--- src/rtl/twd_pkg.sv ---
// Package for the task worker dispatch block.
// Shared constants, register codes and controller/datapath structs.
// No dependencies.
`timescale 1ns / 1ps
`default_nettype none

package twd_pkg;

  localparam int MAX_WORKERS = 16;
  localparam int WIDX_W      = $clog2(MAX_WORKERS);  // worker index width
  localparam int CNT_W       = 5;                    // worker_count register width
  localparam int TAG_W       = 16;
  localparam int SEED_W      = 48;
  localparam int CFG_IDX_W   = 2;

  localparam logic [SEED_W-1:0] SEED_RESET = 48'h1234ABCD330E;
  localparam logic [34:0]       LCG_MUL    = 35'h5DEECE66D;
  localparam logic [SEED_W-1:0] LCG_ADD    = 48'hB;

  // one 16-bit slice of the generator state per multiply step
  localparam int MUL_STEPS = 3;
  // 32-bit draw word reduced one nibble per step
  localparam int MOD_STEPS = 8;

  typedef enum logic [CFG_IDX_W-1:0] {
    CFG_WORKER_COUNT = 2'd0,
    CFG_DUAL_DISPATCH = 2'd1,
    CFG_ROUND_ROBIN = 2'd2,
    CFG_RANDOM_SEED = 2'd3
  } cfg_reg_t;

  typedef struct packed {
    logic       start;      // input transaction taken, latch tag, fixed picks
    logic       mul_en;     // generator multiply step
    logic       mod_en;     // remainder step
    logic [2:0] step;
    logic       store_k;    // first draw result -> first pick
    logic       store_j;    // second draw result -> second pick
    logic       load_out;   // picks -> output buffer
    logic       out_phase;  // 0: first result, 1: second result
  } twd_cmd_t;

  typedef struct packed {
    logic n_one;
    logic n_two;
    logic dual;
    logic rr;
    logic rem_eq_k;
    logic ob_two;
  } twd_status_t;

endpackage

`default_nettype wire

--- src/rtl/task_worker_dispatch_core.sv ---
// Top level of the task worker dispatch block.
// Instantiates twd_ctrl and twd_dp; depends on twd_pkg.
//
// Usage:
//  - Input channel (in_valid / in_stall / task_tag): one transaction is one
//    task. in_stall is high while a task is being worked on.
//  - Output channel (out_valid / out_stall / worker_index, task_handle,
//    copy_count, last_of_task): one or two transactions per task, the
//    second (dual dispatch) marked by last_of_task.
//  - Config port (cfg_write / cfg_index / cfg_data): single-cycle writes,
//    only while no task is in flight. Writing worker_count clears the round
//    robin index; writing random_seed reloads the generator.
// Sequencing:
//  - Fixed routes and round robin: the task goes straight from idle to the
//    done state, which loads the picks into the output buffer.
//  - Random: each draw is a run of multiply steps (shared 16x35 multiplier)
//    plus remainder steps (one nibble per cycle) plus a check step; single
//    mode makes one draw, dual mode two or more (a second pick equal to the
//    first is drawn again).
//  - Either way the block takes no new task until the current one has been
//    loaded into the output buffer.
// Reset (rst, synchronous) restores the register defaults, clears the
// round robin index and loads the default seed; no outputs are valid.
// Stalling: a finished task sits in the output buffer while the next task is
// computed; once both are full the input stalls until out_stall drops.
`timescale 1ns / 1ps
`default_nettype none

module task_worker_dispatch_core
  import twd_pkg::*;
(
  input  wire logic                 clk,
  input  wire logic                 rst,
  // config
  input  wire logic                 cfg_write,
  input  wire logic [CFG_IDX_W-1:0] cfg_index,
  input  wire logic [SEED_W-1:0]    cfg_data,
  // input tasks
  input  wire logic                 in_valid,
  output logic                      in_stall,
  input  wire logic [TAG_W-1:0]     task_tag,
  // dispatch results
  output logic                      out_valid,
  input  wire logic                 out_stall,
  output logic [WIDX_W-1:0]         worker_index,
  output logic [TAG_W-1:0]          task_handle,
  output logic [1:0]                copy_count,
  output logic                      last_of_task
);

  twd_cmd_t    cmd;
  twd_status_t st;

  // sequencing: draw steps, pick checks, output buffer drain
  twd_ctrl u_ctrl (
    .clk       (clk),
    .rst       (rst),
    .in_valid  (in_valid),
    .in_stall  (in_stall),
    .out_valid (out_valid),
    .out_stall (out_stall),
    .st        (st),
    .cmd       (cmd)
  );

  // config registers, LCG, modulo unit, picks and result payload
  twd_dp u_dp (
    .clk          (clk),
    .rst          (rst),
    .cfg_write    (cfg_write),
    .cfg_index    (cfg_index),
    .cfg_data     (cfg_data),
    .task_tag     (task_tag),
    .cmd          (cmd),
    .st           (st),
    .worker_index (worker_index),
    .task_handle  (task_handle),
    .copy_count   (copy_count),
    .last_of_task (last_of_task)
  );

endmodule

`default_nettype wire

--- src/rtl/twd_dp.sv ---
// Datapath of the task worker dispatch block: config registers, round robin
// index, 48-bit LCG with a shared 16x35 multiplier, nibble-serial modulo unit,
// pick registers and output buffer. Depends on twd_pkg.
`timescale 1ns / 1ps
`default_nettype none

module twd_dp
  import twd_pkg::*;
(
  input  wire logic                 clk,
  input  wire logic                 rst,
  input  wire logic                 cfg_write,
  input  wire logic [CFG_IDX_W-1:0] cfg_index,
  input  wire logic [SEED_W-1:0]    cfg_data,
  input  wire logic [TAG_W-1:0]     task_tag,
  input  wire twd_cmd_t             cmd,
  output twd_status_t               st,
  output logic [WIDX_W-1:0]         worker_index,
  output logic [TAG_W-1:0]          task_handle,
  output logic [1:0]                copy_count,
  output logic                      last_of_task
);

  logic [CNT_W-1:0]  worker_count;
  logic              dual_dispatch;
  logic              round_robin_mode;
  logic [WIDX_W-1:0] rr_index;
  logic [SEED_W-1:0] rng_state;
  logic [SEED_W-1:0] acc;
  logic [WIDX_W-1:0] rem;
  logic [WIDX_W-1:0] pick_k, pick_j;
  logic [TAG_W-1:0]  tag;
  logic              two;
  logic [WIDX_W-1:0] ob_k, ob_j;
  logic [TAG_W-1:0]  ob_tag;
  logic              ob_two;

  logic [CNT_W-1:0]  n_eff;
  logic [CNT_W-1:0]  rr_p1, j_rr, j_p1, rr_next_dual;
  logic [15:0]       chunk;
  logic [50:0]       prod;
  logic [SEED_W-1:0] prod_sh, mul_sum;
  logic [31:0]       draw_word;
  logic [3:0]        nibble;
  logic [WIDX_W-1:0] rem_in, rem_next;

  // one remainder digit: four restoring steps against a count of at most 16
  function automatic logic [WIDX_W-1:0] mod_nibble(input logic [WIDX_W-1:0] r_in,
                                                   input logic [3:0] bits,
                                                   input logic [CNT_W-1:0] n);
    logic [WIDX_W-1:0] r;
    logic [CNT_W-1:0]  t;
    r = r_in;
    for (int i = 3; i >= 0; i--) begin
      t = {r, bits[i]};
      if (t >= n) begin
        t = t - n;
      end
      r = t[WIDX_W-1:0];
    end
    return r;
  endfunction

  always_comb begin
    if (worker_count == '0) begin
      n_eff = CNT_W'(1);
    end else if (worker_count > CNT_W'(MAX_WORKERS)) begin
      n_eff = CNT_W'(MAX_WORKERS);
    end else begin
      n_eff = worker_count;
    end
  end

  // round robin picks; rr_index always stays below n_eff
  always_comb begin
    rr_p1        = {1'b0, rr_index} + CNT_W'(1);
    j_rr         = (rr_p1 == n_eff) ? '0 : rr_p1;
    j_p1         = j_rr + CNT_W'(1);
    rr_next_dual = (j_p1 == n_eff) ? '0 : j_p1;
  end

  // LCG step: x*A + C mod 2^48, x taken as three 16-bit slices, C added on the last
  always_comb begin
    chunk = rng_state[{cmd.step[1:0], 4'b0000} +: 16];
    prod  = 51'(chunk) * 51'(LCG_MUL);
    case (cmd.step[1:0])
      2'd0:    prod_sh = prod[47:0];
      2'd1:    prod_sh = {prod[31:0], 16'b0};
      2'd2:    prod_sh = {prod[15:0], 32'b0};
      default: prod_sh = '0;
    endcase
    mul_sum = ((cmd.step == 3'd0) ? '0 : acc) + prod_sh
              + ((cmd.step == 3'(MUL_STEPS - 1)) ? LCG_ADD : '0);
  end

  always_comb begin
    draw_word = {1'b0, rng_state[47:17]};
    nibble    = draw_word[{~cmd.step, 2'b00} +: 4];
    rem_in    = (cmd.step == 3'd0) ? '0 : rem;
    rem_next  = mod_nibble(rem_in, nibble, n_eff);
  end

  always_ff @(posedge clk) begin
    if (rst) begin
      worker_count     <= CNT_W'(1);
      dual_dispatch    <= 1'b0;
      round_robin_mode <= 1'b0;
      rr_index         <= '0;
      rng_state        <= SEED_RESET;
    end else begin
      if (cfg_write) begin
        case (cfg_index)
          CFG_WORKER_COUNT: begin
            worker_count <= cfg_data[CNT_W-1:0];
            rr_index     <= '0;
          end
          CFG_DUAL_DISPATCH: dual_dispatch <= cfg_data[0];
          CFG_ROUND_ROBIN:   round_robin_mode <= cfg_data[0];
          CFG_RANDOM_SEED:   rng_state <= cfg_data;
          default: ;
        endcase
      end
      if (cmd.start && n_eff != CNT_W'(1) && round_robin_mode &&
          !(dual_dispatch && n_eff == CNT_W'(2))) begin
        rr_index <= dual_dispatch ? rr_next_dual[WIDX_W-1:0] : j_rr[WIDX_W-1:0];
      end
      if (cmd.mul_en && cmd.step == 3'(MUL_STEPS - 1)) begin
        rng_state <= mul_sum;
      end
    end
  end

  // payload registers
  always_ff @(posedge clk) begin
    if (cmd.mul_en) begin
      acc <= mul_sum;
    end
    if (cmd.mod_en) begin
      rem <= rem_next;
    end
    if (cmd.start) begin
      tag <= task_tag;
      if (n_eff == CNT_W'(1)) begin
        pick_k <= '0;
        two    <= 1'b0;
      end else if (dual_dispatch && n_eff == CNT_W'(2)) begin
        pick_k <= WIDX_W'(0);
        pick_j <= WIDX_W'(1);
        two    <= 1'b1;
      end else begin
        two <= dual_dispatch;
        if (round_robin_mode) begin
          pick_k <= rr_index;
          pick_j <= j_rr[WIDX_W-1:0];
        end
      end
    end
    if (cmd.store_k) begin
      pick_k <= rem;
    end
    if (cmd.store_j) begin
      pick_j <= rem;
    end
    if (cmd.load_out) begin
      ob_k   <= pick_k;
      ob_j   <= pick_j;
      ob_tag <= tag;
      ob_two <= two;
    end
  end

  always_comb begin
    st.n_one    = (n_eff == CNT_W'(1));
    st.n_two    = (n_eff == CNT_W'(2));
    st.dual     = dual_dispatch;
    st.rr       = round_robin_mode;
    st.rem_eq_k = (rem == pick_k);
    st.ob_two   = ob_two;
  end

  assign worker_index = cmd.out_phase ? ob_j : ob_k;
  assign task_handle  = ob_tag;
  assign copy_count   = ob_two ? 2'd2 : 2'd1;
  assign last_of_task = ob_two ? cmd.out_phase : 1'b1;

endmodule

`default_nettype wire

--- src/rtl/twd_ctrl.sv ---
// Controller of the task worker dispatch block: sequences the draw steps
// and drains the two-entry output buffer. Depends on twd_pkg.
`timescale 1ns / 1ps
`default_nettype none

module twd_ctrl
  import twd_pkg::*;
(
  input  wire logic        clk,
  input  wire logic        rst,
  input  wire logic        in_valid,
  output logic             in_stall,
  output logic             out_valid,
  input  wire logic        out_stall,
  input  wire twd_status_t st,
  output twd_cmd_t         cmd
);

  typedef enum logic [2:0] {
    S_IDLE,
    S_MUL,
    S_MOD,
    S_CHECK,
    S_DONE
  } state_t;

  state_t     state;
  logic [2:0] step;
  logic       first_draw;
  logic       ob_full;
  logic       ob_phase;

  always_comb begin
    cmd.start     = (state == S_IDLE) && in_valid;
    cmd.mul_en    = (state == S_MUL);
    cmd.mod_en    = (state == S_MOD);
    cmd.step      = step;
    cmd.store_k   = (state == S_CHECK) && first_draw;
    cmd.store_j   = (state == S_CHECK) && !first_draw && !st.rem_eq_k;
    cmd.load_out  = (state == S_DONE) && !ob_full;
    cmd.out_phase = ob_phase;
  end

  assign in_stall  = (state != S_IDLE);
  assign out_valid = ob_full;

  always_ff @(posedge clk) begin
    if (rst) begin
      state      <= S_IDLE;
      step       <= '0;
      first_draw <= 1'b0;
      ob_full    <= 1'b0;
      ob_phase   <= 1'b0;
    end else begin
      case (state)
        S_IDLE: begin
          if (in_valid) begin
            step       <= '0;
            first_draw <= 1'b1;
            if (st.n_one || st.rr || (st.dual && st.n_two)) begin
              state <= S_DONE;
            end else begin
              state <= S_MUL;
            end
          end
        end
        S_MUL: begin
          if (step == 3'(MUL_STEPS - 1)) begin
            step  <= '0;
            state <= S_MOD;
          end else begin
            step <= step + 3'd1;
          end
        end
        S_MOD: begin
          if (step == 3'(MOD_STEPS - 1)) begin
            step  <= '0;
            state <= S_CHECK;
          end else begin
            step <= step + 3'd1;
          end
        end
        S_CHECK: begin
          if (first_draw) begin
            first_draw <= 1'b0;
            state      <= st.dual ? S_MUL : S_DONE;
          end else begin
            state <= st.rem_eq_k ? S_MUL : S_DONE;  // redraw on collision
          end
        end
        S_DONE: begin
          if (!ob_full) begin
            state <= S_IDLE;
          end
        end
        default: state <= S_IDLE;
      endcase

      if (cmd.load_out) begin
        ob_full  <= 1'b1;
        ob_phase <= 1'b0;
      end else if (ob_full && !out_stall) begin
        if (!ob_phase && st.ob_two) begin
          ob_phase <= 1'b1;
        end else begin
          ob_full  <= 1'b0;
          ob_phase <= 1'b0;
        end
      end
    end
  end

endmodule

`default_nettype wire

--- config.mk ---
export PLATFORM = sky130hd
export DESIGN_NAME = task_worker_dispatch_core
export DESIGN_NICKNAME = d
export VERILOG_FILES = /design/src/rtl/twd_pkg.sv /design/src/rtl/task_worker_dispatch_core.sv /design/src/rtl/twd_dp.sv /design/src/rtl/twd_ctrl.sv
export SDC_FILE = /design/constraint.sdc
export NUM_CORES = 1
export LEC_CHECK = 0
export ABC_CLOCK_PERIOD_IN_PS = 13200
export BUFFER_PORTS_ARGS = -buffer_cell sky130_fd_sc_hd__buf_2
export CORE_UTILIZATION = 40
export DETAILED_ROUTE_END_ITERATION = 16
export MAX_ROUTING_LAYER = met4
export PLACE_DENSITY_LB_ADDON = 0.2
export SLEW_MARGIN = 20
export SYNTH_ARGS = -nofsm -noshare
export SYNTH_HDL_FRONTEND = slang
export SYNTH_HIERARCHICAL = 1
export SYNTH_SLANG_ARGS = --single-unit
--- constraint.sdc ---
create_clock -name clk -period 13.2 [get_ports clk]
set_input_delay 2.64 -clock clk [delete_from_list [all_inputs] [get_ports clk]]
set_output_delay 2.64 -clock clk [all_outputs]
set_load 0.1 [all_outputs]
==> results.toml <==
[floorplanning]
die_w_um = 237.7
dieArea_sq_mm = 0.05648
start_util = 0.4040
ios = 96
fp-row-count = 86
die_height_um = 237.7
core_sq_mm = 0.05499

[detailed_routing]
ant_nets = 0
wl_met2_um = 33440
drc = 0
vias_per_cell = 5.449
wl_per_cell_um = 22.26
wirelength_um = 71860
vias = 17589
first_pass_iters = 6
dr_wl_met3_um = 3397
top_layer_used = "met4"
drt-initial-drc-count = 1268
wl_met1_um = 32630

[timing]
hold_slack_ps = 415.5
setup_viol = 0
setup-tns-final_ps = 0
tightest_slew_ps = 1077
drv_slew = 0
fin_skew_ps = 12.20
slew_headroom = 0.2773
hold_viol = 0
rsz0062_at_grt = "false"
fin_crit_sh = 0.8791
period_minus_slack_ps = 11600
clock.fmax_ghz = 0.08617

[global_routing]
grt_pass1_vias = 17777
gr-total-overflow = 0
grtUsageTotal = 0.2694
antenna_found_initial = 3
grt_first_pass_wirelength_um = 110100
grt_max_degree = 53

[final_layout]
multi_input_area_sq_mm = 0.01601
utilization = 0.4357
register_area_sq_mm = 0.004427
final_common_cell = "inv_1"
fin_cells = 3228
syn_to_final_growth_pct = 7.846
fillCellCount = 5441
nets = 3045
drive_above_1_share = 0.07994
most-common-layout-cells = "inv_1, ha_1, fa_1"

[critical_path]
critPathTopFamily = "adder cells"
end_kind = "flop"
path_depth = 34
required_ps = 13590
cp_data_arrival_time_ps = 11990
cp_slowest_cell = "fa_1"
startpoint_type = "flop"
path_max_fanout = 25
path_buf_inv = 4
max_stage_delay_ps = 660
crit_path_frequent_cell = "fa_1"
criticalPathCategory = "flop to flop"
rr_worst_depth = 34
regToRegSetupSlack_ps = 1600

[placement]
place_congestion = 0.9970
place_inst = 3193
hpwl_um = 60420
port_buffers = 95

[clock_network]
hold_buffers = 0
htreeDepth = 4
clock_latency_ps = 480
post_cts_buffers = 0
cts_buffers = 17
clock_sinks = 170
root_buffer = "clkbuf_16"
tritoncts = "yes"
path_clk_slew_ps = 70
clk_path_buf_depth = 2
cts-resized-gates = 0

[synth]
synth_edf_count = 102
syn-instance-count = 2424
synth_nets = 3005
async_reset_ff_frac = 0
avgSynthCellArea_sq_um = 9.165
synth-warning-count = 6
synth.distinct_cells = 89
syn_area_sq_mm = 0.02222
synth_ff_type = "edfxtp_1"
ys_ff_latch = 170
yosysSeqAreaShare = 0.1992

[run]
maxCapViolations = 0

[status]
status = "finished, final reports clean"

[min_path]
hold_path_class = "flop to flop"
hold_depth = 0
==> final timing paths <==
| check | endpoint | start |
|---|---|---|
| setup / recovery | u_dp/rng_state[47]$_SDFFE_PP0P_ | u_ctrl/step[1]$_SDFFE_PP0P_ |
| hold / removal | u_dp/task_handle[12]$_DFFE_PP_ | u_dp/tag[12]$_DFFE_PP_ |
| setup reg to reg | u_dp/rng_state[47]$_SDFFE_PP0P_ | u_ctrl/step[1]$_SDFFE_PP0P_ |
| hold reg to reg | u_dp/task_handle[12]$_DFFE_PP_ | u_dp/tag[12]$_DFFE_PP_ |
==> layout make-up <==
cell class                 instances  area share
sequential                       170      0.1848
tap                              748     0.03906
multi-input combinational       1785      0.6682
clock buffer                      18     0.01791
clock inverter                    14    0.005797
timing repair buffer             109     0.02423
antenna                            3   0.0003133
inverter                         381     0.05969
==> cell usage after synthesis, types with 21 or more instances <==
cell type	instances	area share
edfxtp_1	102	0.14
a21o_1	54	0.018
nand2_1	209	0.035
a21oi_1	136	0.031
o21a_1	29	0.0098
o21ai_0	87	0.020
ha_1	277	0.16
dfxtp_1	68	0.061
nand3_1	55	0.012
and2_1	70	0.020
nand2b_1	21	0.0059
fa_1	233	0.21
xor2_1	47	0.019
mux2i_1	44	0.020
xnor2_1	55	0.022
nor3_1	24	0.0054
nor2_1	140	0.024
inv_1	381	0.064
nand4_1	22	0.0062
clkbuf_1	67	0.011
==> kinds of logic after synthesis <==
group | count (synthesis) | share of synthesized area
fa+ha+maj | 510 | 0.3660
mux | 67 | 0.03503
compound gates | 475 | 0.1408
simple gates | 629 | 0.1362
xor+xnor | 104 | 0.04196
buf+inv | 469 | 0.08088
flops | 170 | 0.1992
==> metal layers <==
| layer | up-vias | GRT usage |
|---|---|---|
| li1 | 8269 | - |
| met1 | 8699 | 0.3598 |
| met2 | 521 | 0.4184 |
| met3 | 100 | 0.03449 |
| met4 | 0 | 0.09717 |
| met5 | - | - |
==> sequential cells by signal, indices dropped and copies added, names as in the netlist, 4 cells and up <==
signal / flops
u_dp/worker_count: 5
u_dp/ob_k: 4
u_dp/rem: 4
u_dp/task_handle: 16
u_dp/pick_k: 4
u_dp/pick_j: 4
u_dp/acc: 48
u_dp/rng_state: 48
u_dp/rr_index: 4
u_dp/ob_j: 4
u_dp/tag: 16
==> metrics by stage <==
stage | cell area, sq um | setup WS (ps)
3_3_place_gp | 23370 | 1469
6_report | 23960 | 1595
3_5_place_dp | 23380 | 1757
2_1_floorplan | 22220 | 3136
5_1_grt | 23960 | 1305
4_1_cts | 23950 | 1700
Power is left out: the tool's default activity adds up to more than one toggle a clock period on the data nets, which glitch-free logic cannot reach.
